<file path="src/rtl/core/hev_pkg.sv">
// Shared types, constants and entity tables for the HTML escaper with UTF-8 check.
// No dependencies; imported by the front, queue, back, top-level and bench files.
`default_nettype none

package hev_pkg;

    localparam int QUEUE_DEPTH_DEF = 4;

    localparam int BYTE_W  = 8;
    localparam int CHARS_W = 16;
    localparam int TOTAL_W = 20;

    localparam logic [CHARS_W-1:0] MAX_CHARS_RST = 16'hFFFF;
    localparam logic [TOTAL_W-1:0] TOTAL_MAX     = 20'hFFFFF;

    // Command kinds passed from front to back
    localparam logic [1:0] CMD_BYTE   = 2'd0;
    localparam logic [1:0] CMD_ENTITY = 2'd1;
    localparam logic [1:0] CMD_MARKER = 2'd2;

    // Entity codes, carried in the low bits of the command data
    localparam logic [2:0] ENT_LT   = 3'd0;
    localparam logic [2:0] ENT_GT   = 3'd1;
    localparam logic [2:0] ENT_AMP  = 3'd2;
    localparam logic [2:0] ENT_QUOT = 3'd3;
    localparam logic [2:0] ENT_APOS = 3'd4;

    // Characters that need escaping
    localparam logic [7:0] CH_LT   = 8'h3C;
    localparam logic [7:0] CH_GT   = 8'h3E;
    localparam logic [7:0] CH_AMP  = 8'h26;
    localparam logic [7:0] CH_QUOT = 8'h22;
    localparam logic [7:0] CH_APOS = 8'h27;

    // UTF-8 lead and continuation masks
    localparam logic [7:0] MASK_CONT  = 8'hC0;
    localparam logic [7:0] PAT_CONT   = 8'h80;
    localparam logic [7:0] MASK_LEAD2 = 8'hE0;
    localparam logic [7:0] PAT_LEAD2  = 8'hC0;
    localparam logic [7:0] MASK_LEAD3 = 8'hF0;
    localparam logic [7:0] PAT_LEAD3  = 8'hE0;
    localparam logic [7:0] MASK_LEAD4 = 8'hF8;
    localparam logic [7:0] PAT_LEAD4  = 8'hF0;

    typedef struct packed {
        logic [1:0] kind;
        logic [7:0] data;
        logic       status;
        logic       last;
    } cmd_t;

    // Number of output bytes of an entity
    function automatic logic [2:0] entity_len(input logic [2:0] code);
        logic [2:0] len;
        unique case (code)
            ENT_LT:   len = 3'd4;
            ENT_GT:   len = 3'd4;
            ENT_AMP:  len = 3'd5;
            ENT_QUOT: len = 3'd6;
            ENT_APOS: len = 3'd5;
            default:  len = 3'd1;
        endcase
        return len;
    endfunction

    // Byte at position pos of an entity
    function automatic logic [7:0] entity_char(input logic [2:0] code, input logic [2:0] pos);
        logic [7:0] ch;
        ch = 8'h00;
        unique case (code)
            ENT_LT:
            begin
                unique case (pos)
                    3'd0:    ch = 8'h26; // &
                    3'd1:    ch = 8'h6C; // l
                    3'd2:    ch = 8'h74; // t
                    3'd3:    ch = 8'h3B; // ;
                    default: ch = 8'h00;
                endcase
            end
            ENT_GT:
            begin
                unique case (pos)
                    3'd0:    ch = 8'h26;
                    3'd1:    ch = 8'h67; // g
                    3'd2:    ch = 8'h74;
                    3'd3:    ch = 8'h3B;
                    default: ch = 8'h00;
                endcase
            end
            ENT_AMP:
            begin
                unique case (pos)
                    3'd0:    ch = 8'h26;
                    3'd1:    ch = 8'h61; // a
                    3'd2:    ch = 8'h6D; // m
                    3'd3:    ch = 8'h70; // p
                    3'd4:    ch = 8'h3B;
                    default: ch = 8'h00;
                endcase
            end
            ENT_QUOT:
            begin
                unique case (pos)
                    3'd0:    ch = 8'h26;
                    3'd1:    ch = 8'h71; // q
                    3'd2:    ch = 8'h75; // u
                    3'd3:    ch = 8'h6F; // o
                    3'd4:    ch = 8'h74;
                    3'd5:    ch = 8'h3B;
                    default: ch = 8'h00;
                endcase
            end
            ENT_APOS:
            begin
                unique case (pos)
                    3'd0:    ch = 8'h26;
                    3'd1:    ch = 8'h23; // #
                    3'd2:    ch = 8'h33; // 3
                    3'd3:    ch = 8'h39; // 9
                    3'd4:    ch = 8'h3B;
                    default: ch = 8'h00;
                endcase
            end
            default: ch = 8'h00;
        endcase
        return ch;
    endfunction

endpackage

`default_nettype wire

</file>
<file path="src/rtl/core/hev_if.sv">
// Handshake channel interfaces: input bytes, result items, configuration writes.
// Field widths are written as literals here; this file does not depend on hev_pkg.
`default_nettype none

interface hev_in_if;
    logic       valid;
    logic       ready;
    logic [7:0] in_byte;
    logic       last_in;

    modport source (output valid, output in_byte, output last_in, input ready);
    modport sink   (input valid, input in_byte, input last_in, output ready);
endinterface

interface hev_out_if;
    logic        valid;
    logic        ready;
    logic [7:0]  out_byte;
    logic        byte_valid;
    logic        last_out;
    logic        status;
    logic        string_done;
    logic [19:0] total_bytes;

    modport source (output valid, output out_byte, output byte_valid, output last_out,
                    output status, output string_done, output total_bytes, input ready);
    modport sink   (input valid, input out_byte, input byte_valid, input last_out,
                    input status, input string_done, input total_bytes, output ready);
endinterface

interface hev_cfg_if;
    logic        valid;
    logic        ready;
    logic [15:0] max_chars;

    modport source (output valid, output max_chars, input ready);
    modport sink   (input valid, input max_chars, output ready);
endinterface

`default_nettype wire

</file>
<file path="src/rtl/core/hev_front.sv">
// Front end: accepts input bytes, checks UTF-8, counts characters, issues commands.
// Depends on hev_pkg and the channel interfaces in hev_if.sv.
`default_nettype none

module hev_front (
    input  wire              clk,
    input  wire              rst_n,
    hev_in_if.sink           in_ch,
    hev_cfg_if.sink          cfg,
    input  wire              q_full,
    output logic             q_push,
    output hev_pkg::cmd_t    q_cmd
);
    import hev_pkg::*;

    logic                in_seq_reg, in_seq_next;
    logic [1:0]          cont_reg, cont_next;
    logic [CHARS_W-1:0]  char_reg, char_next;
    logic                abort_reg, abort_next;
    logic [CHARS_W-1:0]  max_chars_reg;

    logic       accept;
    logic       produced;
    logic [7:0] c;
    cmd_t       cmd;

    assign in_ch.ready = !q_full;
    assign cfg.ready   = 1'b1;
    assign accept      = in_ch.valid && in_ch.ready;
    assign c           = in_ch.in_byte;

    // Classify the byte and work out the next string state
    always_comb
    begin
        in_seq_next = in_seq_reg;
        cont_next   = cont_reg;
        char_next   = char_reg;
        abort_next  = abort_reg;
        produced    = 1'b0;
        cmd.kind    = CMD_MARKER;
        cmd.data    = 8'h00;
        cmd.status  = 1'b0;
        cmd.last    = in_ch.last_in;

        if (!abort_reg && (char_reg < max_chars_reg))
        begin
            produced = 1'b1;
            if (in_seq_reg)
            begin
                if ((c & MASK_CONT) != PAT_CONT)
                begin
                    abort_next = 1'b1;
                    cmd.status = 1'b1;
                end
                else
                begin
                    cmd.kind  = CMD_BYTE;
                    cmd.data  = c;
                    cont_next = cont_reg - 2'd1;
                    if (cont_reg == 2'd1)
                    begin
                        in_seq_next = 1'b0;
                        char_next   = char_reg + 16'd1;
                    end
                end
            end
            else if (c == CH_LT)
            begin
                cmd.kind  = CMD_ENTITY;
                cmd.data  = {5'd0, ENT_LT};
                char_next = char_reg + 16'd1;
            end
            else if (c == CH_GT)
            begin
                cmd.kind  = CMD_ENTITY;
                cmd.data  = {5'd0, ENT_GT};
                char_next = char_reg + 16'd1;
            end
            else if (c == CH_AMP)
            begin
                cmd.kind  = CMD_ENTITY;
                cmd.data  = {5'd0, ENT_AMP};
                char_next = char_reg + 16'd1;
            end
            else if (c == CH_QUOT)
            begin
                cmd.kind  = CMD_ENTITY;
                cmd.data  = {5'd0, ENT_QUOT};
                char_next = char_reg + 16'd1;
            end
            else if (c == CH_APOS)
            begin
                cmd.kind  = CMD_ENTITY;
                cmd.data  = {5'd0, ENT_APOS};
                char_next = char_reg + 16'd1;
            end
            else if (!c[7])
            begin
                cmd.kind  = CMD_BYTE;
                cmd.data  = c;
                char_next = char_reg + 16'd1;
            end
            else if ((c & MASK_LEAD2) == PAT_LEAD2)
            begin
                cmd.kind    = CMD_BYTE;
                cmd.data    = c;
                cont_next   = 2'd1;
                in_seq_next = 1'b1;
            end
            else if ((c & MASK_LEAD3) == PAT_LEAD3)
            begin
                cmd.kind    = CMD_BYTE;
                cmd.data    = c;
                cont_next   = 2'd2;
                in_seq_next = 1'b1;
            end
            else if ((c & MASK_LEAD4) == PAT_LEAD4)
            begin
                cmd.kind    = CMD_BYTE;
                cmd.data    = c;
                cont_next   = 2'd3;
                in_seq_next = 1'b1;
            end
            else
            begin
                abort_next = 1'b1;
                cmd.status = 1'b1;
            end
        end

        // Dropped last byte still closes the string with a marker
        if (!produced)
        begin
            cmd.status = abort_next;
        end

        // Clear string state after its last byte
        if (in_ch.last_in)
        begin
            in_seq_next = 1'b0;
            cont_next   = 2'd0;
            char_next   = '0;
            abort_next  = 1'b0;
        end
    end

    assign q_push = accept && (produced || in_ch.last_in);
    assign q_cmd  = cmd;

    // Hold string state and the limit register
    always_ff @(posedge clk or negedge rst_n)
    begin
        if (!rst_n)
        begin
            in_seq_reg    <= 1'b0;
            cont_reg      <= 2'd0;
            char_reg      <= '0;
            abort_reg     <= 1'b0;
            max_chars_reg <= MAX_CHARS_RST;
        end
        else
        begin
            if (accept)
            begin
                in_seq_reg <= in_seq_next;
                cont_reg   <= cont_next;
                char_reg   <= char_next;
                abort_reg  <= abort_next;
            end
            if (cfg.valid)
            begin
                max_chars_reg <= cfg.max_chars;
            end
        end
    end

endmodule

`default_nettype wire

</file>
<file path="src/rtl/core/hev_queue.sv">
// Command queue between front and back end, flip-flop storage.
// Depends on hev_pkg for the command type.
`default_nettype none

module hev_queue #(
    parameter int DEPTH = hev_pkg::QUEUE_DEPTH_DEF
) (
    input  wire              clk,
    input  wire              rst_n,
    input  wire              push,
    input  hev_pkg::cmd_t    push_cmd,
    output logic             full,
    input  wire              pop,
    output logic             head_valid,
    output hev_pkg::cmd_t    head_cmd
);
    import hev_pkg::*;

    localparam int PTR_W = (DEPTH > 1) ? $clog2(DEPTH) : 1;
    localparam int CNT_W = $clog2(DEPTH + 1);
    localparam logic [PTR_W-1:0] PTR_LAST = PTR_W'(DEPTH - 1);
    localparam logic [CNT_W-1:0] CNT_FULL = CNT_W'(DEPTH);

    cmd_t             mem_reg [DEPTH];
    logic [PTR_W-1:0] wr_ptr_reg, wr_ptr_next;
    logic [PTR_W-1:0] rd_ptr_reg, rd_ptr_next;
    logic [CNT_W-1:0] count_reg, count_next;

    assign full       = (count_reg == CNT_FULL);
    assign head_valid = (count_reg != '0);
    assign head_cmd   = mem_reg[rd_ptr_reg];

    // Advance pointers and occupancy
    always_comb
    begin
        wr_ptr_next = wr_ptr_reg;
        rd_ptr_next = rd_ptr_reg;
        if (push)
        begin
            wr_ptr_next = (wr_ptr_reg == PTR_LAST) ? '0 : wr_ptr_reg + 1'b1;
        end
        if (pop)
        begin
            rd_ptr_next = (rd_ptr_reg == PTR_LAST) ? '0 : rd_ptr_reg + 1'b1;
        end
        unique case ({push, pop})
            2'b10:   count_next = count_reg + 1'b1;
            2'b01:   count_next = count_reg - 1'b1;
            default: count_next = count_reg;
        endcase
    end

    always_ff @(posedge clk or negedge rst_n)
    begin
        if (!rst_n)
        begin
            wr_ptr_reg <= '0;
            rd_ptr_reg <= '0;
            count_reg  <= '0;
        end
        else
        begin
            wr_ptr_reg <= wr_ptr_next;
            rd_ptr_reg <= rd_ptr_next;
            count_reg  <= count_next;
        end
    end

    // Store pushed commands
    always_ff @(posedge clk)
    begin
        if (push)
        begin
            mem_reg[wr_ptr_reg] <= push_cmd;
        end
    end

    a_count_bound: assert property (@(posedge clk) disable iff (!rst_n)
        count_reg <= CNT_FULL)
        else $error("queue occupancy above depth");

    a_no_pop_empty: assert property (@(posedge clk) disable iff (!rst_n)
        pop |-> head_valid)
        else $error("pop from empty queue");

    a_push_grows: assert property (@(posedge clk) disable iff (!rst_n)
        (push && !pop) |=> (count_reg == $past(count_reg) + 1'b1))
        else $error("push without pop did not grow queue");

endmodule

`default_nettype wire

</file>
<file path="src/rtl/core/hev_back.sv">
// Back end: expands commands into result bytes, keeps the byte total, output register.
// Depends on hev_pkg (command type, entity tables) and hev_if.sv.
`default_nettype none

module hev_back (
    input  wire              clk,
    input  wire              rst_n,
    input  wire              q_valid,
    input  hev_pkg::cmd_t    q_cmd,
    output logic             q_pop,
    hev_out_if.source        out_ch
);
    import hev_pkg::*;

    logic                out_valid_reg;
    logic [7:0]          out_byte_reg;
    logic                byte_valid_reg;
    logic                last_out_reg;
    logic                status_reg;
    logic                done_reg;
    logic [TOTAL_W-1:0]  total_out_reg;
    logic [2:0]          sub_reg, sub_next;
    logic [TOTAL_W-1:0]  total_reg, total_next;

    logic               out_free;
    logic               emit;
    logic               is_final;
    logic [7:0]         res_byte;
    logic               res_valid;
    logic               res_status;
    logic [TOTAL_W-1:0] res_total;

    assign out_free = !out_valid_reg || out_ch.ready;
    assign emit     = out_free && q_valid;

    // Build the result for the current command step
    always_comb
    begin
        is_final   = 1'b1;
        res_byte   = 8'h00;
        res_valid  = 1'b0;
        res_status = 1'b0;
        unique case (q_cmd.kind)
            CMD_BYTE:
            begin
                res_byte  = q_cmd.data;
                res_valid = 1'b1;
            end
            CMD_ENTITY:
            begin
                res_byte  = entity_char(q_cmd.data[2:0], sub_reg);
                res_valid = 1'b1;
                is_final  = (sub_reg == 3'(entity_len(q_cmd.data[2:0]) - 3'd1));
            end
            default:
            begin
                res_status = q_cmd.status;
            end
        endcase
        res_total = (res_valid && (total_reg != TOTAL_MAX)) ? total_reg + 1'b1 : total_reg;
        sub_next  = is_final ? 3'd0 : sub_reg + 3'd1;
        total_next = (is_final && q_cmd.last) ? '0 : res_total;
    end

    assign q_pop = emit && is_final;

    always_ff @(posedge clk or negedge rst_n)
    begin
        if (!rst_n)
        begin
            out_valid_reg <= 1'b0;
            sub_reg       <= 3'd0;
            total_reg     <= '0;
        end
        else
        begin
            if (out_free)
            begin
                out_valid_reg <= q_valid;
            end
            if (emit)
            begin
                sub_reg   <= sub_next;
                total_reg <= total_next;
            end
        end
    end

    // Load the output register
    always_ff @(posedge clk)
    begin
        if (emit)
        begin
            out_byte_reg   <= res_byte;
            byte_valid_reg <= res_valid;
            last_out_reg   <= is_final;
            status_reg     <= res_status;
            done_reg       <= is_final && q_cmd.last;
            total_out_reg  <= res_total;
        end
    end

    assign out_ch.valid       = out_valid_reg;
    assign out_ch.out_byte    = out_byte_reg;
    assign out_ch.byte_valid  = byte_valid_reg;
    assign out_ch.last_out    = last_out_reg;
    assign out_ch.status      = status_reg;
    assign out_ch.string_done = done_reg;
    assign out_ch.total_bytes = total_out_reg;

    a_sub_in_entity: assert property (@(posedge clk) disable iff (!rst_n)
        (sub_reg != 3'd0) |-> (q_valid && (q_cmd.kind == CMD_ENTITY)))
        else $error("entity step counter set without an entity at the head");

    a_done_is_last: assert property (@(posedge clk) disable iff (!rst_n)
        (out_valid_reg && done_reg) |-> last_out_reg)
        else $error("string end on a result that is not the last of its input");

    a_total_clears: assert property (@(posedge clk) disable iff (!rst_n)
        (emit && is_final && q_cmd.last) |=> (total_reg == '0))
        else $error("byte total not cleared after string end");

endmodule

`default_nettype wire

</file>
<file path="src/rtl/core/html_escape_utf8_validator.sv">
// HTML escaper with UTF-8 check. An accepted byte's command is written into the command
// queue, and the back end then loads its first result into the output register. Throughput:
// one input byte per cycle for plain bytes while the queue is not full; an entity expands
// to 4 to 6 result bytes, absorbed by the QUEUE_DEPTH-entry command queue before input
// ready drops. Output stage accepts a new result in the cycle its previous one is taken.
// Reset clears all string state and the queue and sets max_chars to 65535.
`default_nettype none

module html_escape_utf8_validator #(
    parameter int QUEUE_DEPTH = hev_pkg::QUEUE_DEPTH_DEF
) (
    input  wire        clk,
    input  wire        rst_n,
    hev_in_if.sink     in_ch,
    hev_cfg_if.sink    cfg,
    hev_out_if.source  out_ch
);
    import hev_pkg::*;

    logic q_full;
    logic q_push;
    cmd_t q_push_cmd;
    logic q_pop;
    logic q_valid;
    cmd_t q_head;

    // Classify and check input bytes
    hev_front u_front (
        .clk    (clk),
        .rst_n  (rst_n),
        .in_ch  (in_ch),
        .cfg    (cfg),
        .q_full (q_full),
        .q_push (q_push),
        .q_cmd  (q_push_cmd)
    );

    // Decouple front and back
    hev_queue #(
        .DEPTH (QUEUE_DEPTH)
    ) u_queue (
        .clk        (clk),
        .rst_n      (rst_n),
        .push       (q_push),
        .push_cmd   (q_push_cmd),
        .full       (q_full),
        .pop        (q_pop),
        .head_valid (q_valid),
        .head_cmd   (q_head)
    );

    // Expand commands into result bytes
    hev_back u_back (
        .clk     (clk),
        .rst_n   (rst_n),
        .q_valid (q_valid),
        .q_cmd   (q_head),
        .q_pop   (q_pop),
        .out_ch  (out_ch)
    );

endmodule

`default_nettype wire

</file>
<file path="src/flat_wrapper.sv">
// flat-port wrapper written by rule: the top's interface ports become plain ports
module html_escape_utf8_validator_flat import hev_pkg::*;
#(
    parameter int QUEUE_DEPTH = hev_pkg::QUEUE_DEPTH_DEF
)
  (clk, rst_n, in_ch_valid, in_ch_in_byte, in_ch_last_in, in_ch_ready, cfg_valid, cfg_max_chars, cfg_ready, out_ch_valid, out_ch_out_byte, out_ch_byte_valid, out_ch_last_out, out_ch_status, out_ch_string_done, out_ch_total_bytes, out_ch_ready);
  hev_in_if in_ch_i ();
  hev_cfg_if cfg_i ();
  hev_out_if out_ch_i ();
  input  wire clk;
  input  wire rst_n;
  input wire logic [$bits(in_ch_i.valid)-1:0] in_ch_valid;
  input wire logic [$bits(in_ch_i.in_byte)-1:0] in_ch_in_byte;
  input wire logic [$bits(in_ch_i.last_in)-1:0] in_ch_last_in;
  output wire logic [$bits(in_ch_i.ready)-1:0] in_ch_ready;
  input wire logic [$bits(cfg_i.valid)-1:0] cfg_valid;
  input wire logic [$bits(cfg_i.max_chars)-1:0] cfg_max_chars;
  output wire logic [$bits(cfg_i.ready)-1:0] cfg_ready;
  output wire logic [$bits(out_ch_i.valid)-1:0] out_ch_valid;
  output wire logic [$bits(out_ch_i.out_byte)-1:0] out_ch_out_byte;
  output wire logic [$bits(out_ch_i.byte_valid)-1:0] out_ch_byte_valid;
  output wire logic [$bits(out_ch_i.last_out)-1:0] out_ch_last_out;
  output wire logic [$bits(out_ch_i.status)-1:0] out_ch_status;
  output wire logic [$bits(out_ch_i.string_done)-1:0] out_ch_string_done;
  output wire logic [$bits(out_ch_i.total_bytes)-1:0] out_ch_total_bytes;
  input wire logic [$bits(out_ch_i.ready)-1:0] out_ch_ready;
  assign in_ch_i.valid = in_ch_valid;
  assign in_ch_i.in_byte = in_ch_in_byte;
  assign in_ch_i.last_in = in_ch_last_in;
  assign in_ch_ready = in_ch_i.ready;
  assign cfg_i.valid = cfg_valid;
  assign cfg_i.max_chars = cfg_max_chars;
  assign cfg_ready = cfg_i.ready;
  assign out_ch_valid = out_ch_i.valid;
  assign out_ch_out_byte = out_ch_i.out_byte;
  assign out_ch_byte_valid = out_ch_i.byte_valid;
  assign out_ch_last_out = out_ch_i.last_out;
  assign out_ch_status = out_ch_i.status;
  assign out_ch_string_done = out_ch_i.string_done;
  assign out_ch_total_bytes = out_ch_i.total_bytes;
  assign out_ch_i.ready = out_ch_ready;
  html_escape_utf8_validator #(.QUEUE_DEPTH(QUEUE_DEPTH)) u_core (.clk(clk), .rst_n(rst_n), .in_ch(in_ch_i), .cfg(cfg_i), .out_ch(out_ch_i));
endmodule
</file>
<file path="config.mk">
export PLATFORM = sky130hd
export DESIGN_NAME = html_escape_utf8_validator_flat
export DESIGN_NICKNAME = d
export VERILOG_FILES = /design/src/rtl/core/hev_pkg.sv /design/src/rtl/core/hev_if.sv /design/src/rtl/core/hev_front.sv /design/src/rtl/core/hev_queue.sv /design/src/rtl/core/hev_back.sv /design/src/rtl/core/html_escape_utf8_validator.sv /design/src/flat_wrapper.sv
export SDC_FILE = /design/constraint.sdc
export NUM_CORES = 1
export LEC_CHECK = 0
export ABC_CLOCK_PERIOD_IN_PS = 3000
export BUFFER_PORTS_ARGS = -buffer_cell sky130_fd_sc_hd__buf_2
export CAP_MARGIN = 20
export CORE_ASPECT_RATIO = 0.5
export CORE_UTILIZATION = 42
export DETAILED_ROUTE_END_ITERATION = 12
export GPL_ROUTABILITY_DRIVEN = 0
export PLACE_DENSITY = 0.62
export SKIP_LAST_GASP = 1
export SLEW_MARGIN = 40
export SYNTH_ARGS = -nofsm -noshare
export SYNTH_HDL_FRONTEND = slang
export SYNTH_SLANG_ARGS = --single-unit
</file>
<file path="constraint.sdc">
create_clock -name clk -period 3 [get_ports clk]
set_input_delay 0 -clock clk [delete_from_list [all_inputs] [get_ports clk]]
set_output_delay 0 -clock clk [all_outputs]
set_load 0.01 [all_outputs]
</file>
Yosys cells after proc, flatten, opt, wreduce, memory -nomap -nowiden
Memory sizes are Yosys's and may differ from the RTL's.
Cells that the tools add are included.
{ "op_classes": {"addsub": 9, "order_cmp": 1, "n_eq_ne": 35, "muxes": 94, "reduce_logical": 26} }
{ "ops": {"columns": ["op", "count"], "rows": [
  ["2-to-1 mux 16 bit", 11],
  ["2-to-1 mux 10 bit", 10],
  ["case mux 7 bit (4 select lines)", 2],
  ["2-to-1 mux 1 bit", 43],
  ["case mux 7 bit (6 select lines)", 1],
  ["equality test 8 x 6 -> 1 bit, second input constant", 5],
  ["2-to-1 mux 20 bit", 2],
  ["case mux 8 bit (5 select lines)", 1],
  ["case mux 7 bit (5 select lines)", 1],
  ["2-to-1 mux 2 bit", 15],
  ["case mux 6 bit (5 select lines)", 1],
  ["2-to-1 mux 11 bit", 2],
  ["adder 20 x 1 -> 20 bit, second input constant", 1],
  ["inequality test 20 bit, second input constant", 1],
  ["inequality test 3 bit, second input constant", 6],
  ["adder 16 x 1 -> 16 bit, second input constant", 1],
  ["less-than comparator 16 bit", 1],
  ["case mux 8 bit (2 select lines)", 1],
  ["equality test 3 bit, second input constant", 5],
  ["equality test 3 x 2 -> 1 bit, second input constant", 4],
  ["AND reduction 10 bit", 1],
  ["case mux 3 bit (3 select lines)", 1],
  ["inequality test 8 x 1 -> 1 bit, second input constant", 1],
  ["logical AND 1 bit", 7],
  ["24 further kinds", 41]
]} }
{ "word_totals": {"register_bits": 99, "ram_bits": 48, "output_inout_bits": 35, "wordCells": 183, "mem_count": 1} }
{ "mem_list": {"columns": ["memory", "words", "width", "read_ports", "rd_clocked_by_memory_dff", "wr", "line", "source"], "rows": [
  ["u_core.u_queue.mem_reg", 4, 12, 1, 0, 1, "hev_queue.sv:24", "cmd_t mem_reg [DEPTH];"]
]} }

Logic depth before layout (Yosys ltp)
Gate-level depths: netlist (run 1).
{ "depth": {"word_depth": 13, "ltp_mapped": 14} }

Modules after synthesis
From an unflattened synthesis (run 1), not the netlist that was laid out.
{ "unflattened": {"hier_cells": 702, "hier_area_um2": 7843.8} }
{ "modules_own_cells": {"columns": ["mod", "instances", "cells_each", "area_each_um2", "seq_area_each_um2"], "rows": [
  ["hev_back", 1, 312, 3194.3, 1561.5],
  ["hev_front", 1, 292, 2478.6, 920.9],
  ["hev_queue", 1, 98, 2170.8, 1616.6]
]} }

Worst setup path after synthesis (run 1)
No wires, ideal clock.
{ "synth_timing": {"path_kind": "register -> register", "startpoint": "reg u_core.u_front.max_chars_reg[14]", "endpoint": "reg u_core.u_queue.count_reg[1]", "setup_time_ns": 0.083, "arrival_ns": 2.945, "t_required_ns": 2.917, "path_slack_ns": -0.027, "stages_incl_launch_ff": 13, "path_buffers": 0, "cell_sequence": "dfstp_2 -> inv_1 -> ha_1 -> a21o_1 -> a211oi_1 -> nand3_1 -> o31a_1 -> a21oi_2 -> inv_1 -> ha_1 -> inv_1 -> fa_1 -> o21ai_0"} }
{ "synth_via": {"elab_chain_len": 7, "word_cells_on_any_way": 9} }
{ "synth_lines": {"columns": ["element", "line", "source"], "rows": [
  ["start, declared", "hev_front.sv:20", "logic [CHARS_W-1:0] max_chars_reg;"],
  ["start signal, assigned", "hev_front.sv:172", "max_chars_reg <= cfg.max_chars;"],
  ["less-than comparator 16 bit *", "hev_front.sv:45", "if (!abort_reg && (char_reg < max_chars_reg))"],
  ["logical AND 1 bit *", "hev_front.sv:45", null],
  ["2-to-1 mux 1 bit *", "hev_front.sv:45", null],
  ["logical OR 1 bit *", "hev_front.sv:147", "assign q_push = accept && (produced || in_ch.last_in);"],
  ["logical AND 1 bit *", "hev_front.sv:147", null],
  ["equality test 2 x 1 -> 1 bit / equality test 2 bit (equally long branches)", "hev_queue.sv:46", "unique case ({push, pop})"],
  ["case mux 3 bit (2 select lines) / nonzero test 2 bit (equally long branches)", null, null],
  ["end signal, assigned", "hev_queue.sv:65", "count_reg <= count_next;"],
  ["end, declared", "hev_queue.sv:27", "logic [CNT_W-1:0] count_reg, count_next;"]
]} }
Mark *: on every way between the ends. The rest lies on a longest branch, timed or not.
A chain may end at the register's enable or synchronous reset.

Worst setup path after layout (run 1)
{ "layout_timing": {"startpoint": "reg u_core.u_front.max_chars_reg[14]", "endpoint": "reg u_core.u_queue.count_reg[2]"} }
Same word-level chain as after synthesis.

==> results of run 1 <==
path summary, 6_finish.rpt:
kind | cells past startpoint | from | end | slack (ns)
max | 14 | u_core.u_front.max_chars_reg[14] | u_core.u_queue.count_reg[2] | 0.14
min | 3 | cfg_valid | u_core.u_front.max_chars_reg[15] | -0.003
max reg2reg | 14 | u_core.u_front.max_chars_reg[14] | u_core.u_queue.count_reg[2] | 0.14
min reg2reg | 2 | u_core.u_back.out_ch.valid | u_core.u_back.out_ch.valid | 0.49
max in group asynchronous | 3 | rst_n | u_core.u_queue.rd_ptr_reg[0] | 2.31
min in group asynchronous | 3 | rst_n | u_core.u_back.total_reg[9] | 0.18
routing by layer:
metal	vias to the layer above	part of all wire	track usage
li1	2787	-	-
met1	2819	0.47	0.244
met2	115	0.48	0.307
met3	20	0.038	0.0444
met4	0	0.0082	0.0437
met5	-	0	0
Yosys cell counts (8+ instances only):
| cell | count |
|---|---|
| nand4_1 | 11 |
| or4_1 | 12 |
| edfxtp_1 | 80 |
| a21oi_1 | 28 |
| nor3_1 | 10 |
| clkbuf_1 | 17 |
| inv_1 | 36 |
| nand2b_1 | 10 |
| nand2_1 | 65 |
| ha_1 | 30 |
| dfrtp_1 | 51 |
| and3_1 | 10 |
| o21ai_0 | 37 |
| xor2_1 | 14 |
| xnor2_1 | 21 |
| o31ai_1 | 16 |
| and2_1 | 15 |
| nand3_1 | 29 |
| mux4_2 | 12 |
| dfstp_2 | 16 |
| a21o_1 | 8 |
| nor2_1 | 49 |
repair_timing:
action                                 4_1_cts  5_1_grt
resized for setup                            2       17
setup endpoints to repair                    1       10
endpoints found under the hold margin       74        0
gates cloned                                 0        0
pin swaps                                    0       15
hold buffers                                19        0
buffers inserted                             0        4
where the power goes:
group	switching, mW	total [mW]	internal [mW]
logic	1.73	3.02	1.29
registers	0.228	2.99	2.76
clock network	0.916	2.08	1.17
worst max-delay path: stages, from the launching register on:
cell and delay [ns]:
dfstp_2 0.51, inv_1 0.07, ha_4 0.22, a21o_1 0.18
a211oi_2 0.28, nand3_2 0.13, o31a_1 0.33, a21oi_2 0.18
inv_2 0.08, ha_4 0.16, inv_1 0.06, fa_2 0.19
xor2_1 0.13, nor2_1 0.07, xor2_1 0.15
logic make-up after synthesis:
kind of cell	count (synthesis)
buf+inv	65
xor+xnor	35
fa+ha+maj	31
other cells	1
simple gates	236
flops	147
compound gates	149
mux	26
stage by stage:
stage / instances / cell area (sq um) / power (mW) / hold slack, ns / setup WS (ns)
final: 1050 / 9390 / 8.09 / -0.00303 / 0.141
after floorplan: 690 / 7690 / 4.96 / -0.296 / 0.00520
after detailed placement: 995 / 8490 / 5.92 / 0.140 / -0.0442
after global routing: 1050 / 9390 / 8.62 / 0.0443 / -0.0448
after global placement: 995 / 8480 / 5.85 / 0.213 / 0.0362
after CTS: 1046 / 9260 / 8.03 / 0.00267 / 0.0380
final cells by class:
cell class,instances,area [sq um],area share
Timing Repair Buffer,123,871,0.0927
Clock inverter,14,148,0.0157
Multi-Input combinational cell,478,3410,0.364
Inverter,36,135,0.0144
Clock buffer,18,429,0.0457
Tap cell,234,293,0.0312
Sequential cell,147,4100,0.437
==> impl_metrics.toml, run 1 <==
[final_layout]
n_antenna_cell = 0
num-nets-final = 864
drive_gt1_frac = 0.237
layout_commonest_cell = "edfxtp_1"
final_cell_mix = "80 x edfxtp_1, 65 x nand2_1, 63 x buf_2"
final_util = 0.532
area_growth_pct = 22.1
largest_register_ffs = 48
fillers = 1496

[critical_path]
crit_required_ns = 3.31
path_max_fanout = 3
arrival_ns = 3.16
path_class = "flop to flop"
critPathLaunchType = "flop"
end_kind = "flop"

[global_routing]
grt_pass1_vias = 5530
grt_usage = 0.185
grt_max_degree = 68
antenna_found_initial = 0
grt_overflow = 0
grt_pass1_wl_um = 27700

[sta]
slew_headroom = 0.498
hold_viol_final = 1
fin_crit_sh = 0.953
whs_ns = -0.00303
finalMaxSlewViolations = 0
fin_crit_ns = 2.86
tightest_slew_ns = 0.743
max_freq_ghz = 0.350
fin_skew_ns = 0.00999
setup_viol = 0
setup_tns_ns = 0

[clock_network]
htreeDepth = 4
clk_pin_slew_worst_paths_ns = 0.06
cts_buffers = 17
cts.sinks = 147
clock_latency_ns = 0.43
clock_path_buffers = 2
cts_tree = "done"
cts_root_buffer = "clkbuf_16"

[outcome]
status = "finished with violations"
violations = "design-rule violations, negative hold slack"

[routing]
wl_per_cell_um = 15.8
avgViaCountPerCell = 5.47
drc = 4
drtAntennaViolNets = 0
drtIter0Drc = 322
vias = 5741
wl_um = 16500
drt_pass1_iterations = 11

[die]
initial_core_util = 0.436
core-area_sq_um = 17700
top_level_ports = 65
die_area_sq_um = 18900
die_w_um = 193
die_h_um = 97.7
rows = 34

[hold_path]
worstHoldPathType = "primary input to flop"

[logic_synthesis]
synth_top_family_by_area = "simple AND/OR/NAND/NOR gates"
synthXorXnorAreaFrac = 0.0399
syn_inst = 690
synth_top_area_frac = 0.312
synth-compound-area-share = 0.130
ys.flop_type = "edfxtp_1"
synth_seq_cells = 147
syn_area_sq_um = 7690
synth-edff-count = 80
yosysWarnings = 0
synth_nets = 751
async_flop_share = 0.456
yosysTopAreaCell = "edfxtp_1"
synthAdderAreaFrac = 0.0514
avgSynthCellArea_sq_um = 11.1
synth.area.top_cells = "edfxtp_1 31%, dfrtp_1 17%, dfstp_2 5.5%"
synth-simple-area-share = 0.154
seq_area_frac_synth = 0.533
synthDistinctLibCells = 73
synth_mux_area_frac = 0.0545

[power_and_ir_drop]
p_leak_nw = 3.80
power_density_nw_per_um2 = 862
irDropWorstVdd_mv = 0.512

[flow_run]
maxCapViolCount = 0

[place]
numPortBuffers = 63
post-dp-hpwl_um = 11300
(Power assumes the default switching activity.)
==> inputs of run 2 (changes only) <==
- PLACE_DENSITY: 0.62 -> 0.68
==> run 2 against run 1 <==
  * The run now ends clean
  * First-iteration DRC count is 4.3% higher
  * Critical path depth is 2 lower
  * Worst setup slack worse by 0.053 ns
  * Critical path type unchanged
  * Final area is 0.43% higher
  * Total power is 1.3% higher
  * Sequential power hardly changed
  * Global-route usage is 0.26 points higher
  * Clock power is 4% higher
  * Clock-buffer cell count is 1 lower
  * Worst hold slack better by 0.0088 ns
==> impl_metrics.toml, run 2 (synthesized netlist as in run 1, its figures left out) <==
[outcome]
status = "finished, final reports clean"

[sta]
finalMaxSlewViolations = 0
setup_viol = 0
fin_crit_ns = 2.91
max_freq_ghz = 0.343
setup_ws_ns = 0.0884
slew_headroom = 0.516
fin_crit_sh = 0.971
hold_viol_final = 0
setup_tns_ns = 0
tightest_slew_ns = 0.726
fin_skew_ns = 0.00892

[routing]
drc = 0
vias = 5842
avgViaCountPerCell = 5.56
drtAntennaViolNets = 0
wl_um = 17300
wl_per_cell_um = 16.4
drtIter0Drc = 336
drt_pass1_iterations = 7

[clock_network]
htreeDepth = 4
clock_path_buffers = 2
clock_latency_ns = 0.43
cts.sinks = 147
clk_pin_slew_worst_paths_ns = 0.06
cts_root_buffer = "clkbuf_16"
cts_tree = "done"
cts_buffers = 17

[final_layout]
area_growth_pct = 22.7
largest_register_ffs = 48
n_antenna_cell = 0
layout_commonest_cell = "edfxtp_1"
design_area_sq_um = 9430
num-nets-final = 865
final_cell_mix = "80 x edfxtp_1, 65 x nand2_1, 62 x buf_2"
drive_gt1_frac = 0.233
fin_cells = 1051

[die]
rows = 34
initial_core_util = 0.436
die_h_um = 97.7
top_level_ports = 65
core-area_sq_um = 17700
die_area_sq_um = 18900
die_w_um = 193

[power_and_ir_drop]
p_leak_nw = 3.82
irDropWorstVdd_mv = 0.493
power_density_nw_per_um2 = 870

[flow_run]
maxCapViolCount = 0

[critical_path]
path_class = "flop to flop"
crit_family = "compound AO/OA/AOI/OAI gates"
path_cells = "inv_1 -> ha_4 -> a21o_1 -> a211oi_2 -> nand3_1 -> o31a_1 -> a21oi_2 -> inv_2 -> ha_4 -> inv_1 -> fa_2 -> o21ai_0"
cpMaxStageDelayCell = "dfstp_2"
crit_required_ns = 3.35
end_kind = "flop"
critPathMaxStageDelay_ns = 0.52
cp_num_buf_inv = 3
path_max_fanout = 3
critPathLaunchType = "flop"
arrival_ns = 3.26

[place]
dp.cells = 994
pre_cts_ws_ns = -0.0196
post-dp-hpwl_um = 11700
numPortBuffers = 63
dpl_cell_area_sq_um = 8480

[hold_path]
worstHoldPathType = "primary input to flop"

[global_routing]
antenna_found_initial = 0
grt_overflow = 0
grt_pass1_wl_um = 28100
grt_pass1_vias = 5748
grt_max_degree = 46
grt_usage = 0.187
==> run 2: what timing repair did <==
item	CTS	global route
buffers inserted	0	2
pin swaps	0	14
hold buffers	23	0
hold endpoints to repair	38	0
endpoints found under the setup margin	2	6
gates resized for setup	2	19
==> run 2: power by group <==
| part | internal [mW] | total, mW | switching, mW |
|---|---|---|---|
| clock | 1.19 | 2.16 | 0.970 |
| combinational | 1.29 | 3.04 | 1.76 |
| sequential | 2.76 | 3.00 | 0.239 |
==> run 2: worst min-delay path: stages <==
cell,delay (ns)
buf_2,0.24
nand2_1,0.10
o21ai_0,0.07
==> run 2: metal layers <==
| layer | up-vias | part of all wire | wire [um] | track usage |
|---|---|---|---|---|
| li1 | 2799 | - | - | - |
| met1 | 2867 | 0.45 | 7730 | 0.235 |
| met2 | 152 | 0.50 | 8630 | 0.321 |
| met3 | 24 | 0.038 | 649 | 0.0465 |
| met4 | 0 | 0.015 | 256 | 0.0535 |
| met5 | - | 0 | 0 | 0 |
==> run 2: final timing paths <==
check                                                       from                              end  slack, ns  cells after the start
max in group asynchronous                                  rst_n       u_core.u_front.cont_reg[0]       2.29                      3
worst min-delay path                                   cfg_valid  u_core.u_front.max_chars_reg[5]      0.006                      3
min in group asynchronous                                  rst_n       u_core.u_back.total_reg[9]       0.05                      2
worst max register to register  u_core.u_front.max_chars_reg[14]      u_core.u_queue.count_reg[1]       0.09                     12
worst min register to register       u_core.u_queue.count_reg[2]      u_core.u_queue.count_reg[2]       0.50                      1
worst max-delay path            u_core.u_front.max_chars_reg[14]      u_core.u_queue.count_reg[1]       0.09                     12
==> run 2: layout make-up <==
class	instances	area, sq um
clock buffers	17	425
clock inverters	15	166
fillers	1461	8220
inverters	36	135
multi-input cells	478	3420
flip-flops and latches	147	4100
well taps	234	293
repair buffers	124	891
==> run 2: metrics by stage <==
step	util	power (mW)	hold slack [ns]
after CTS	0.527	8.10	0.00292
final	0.534	8.20	0.00575
after global routing	0.534	8.68	0.0433
after detailed placement	0.480	5.91	0.104
after global placement	0.480	5.81	0.0909
after floorplan	-	4.96	-0.296
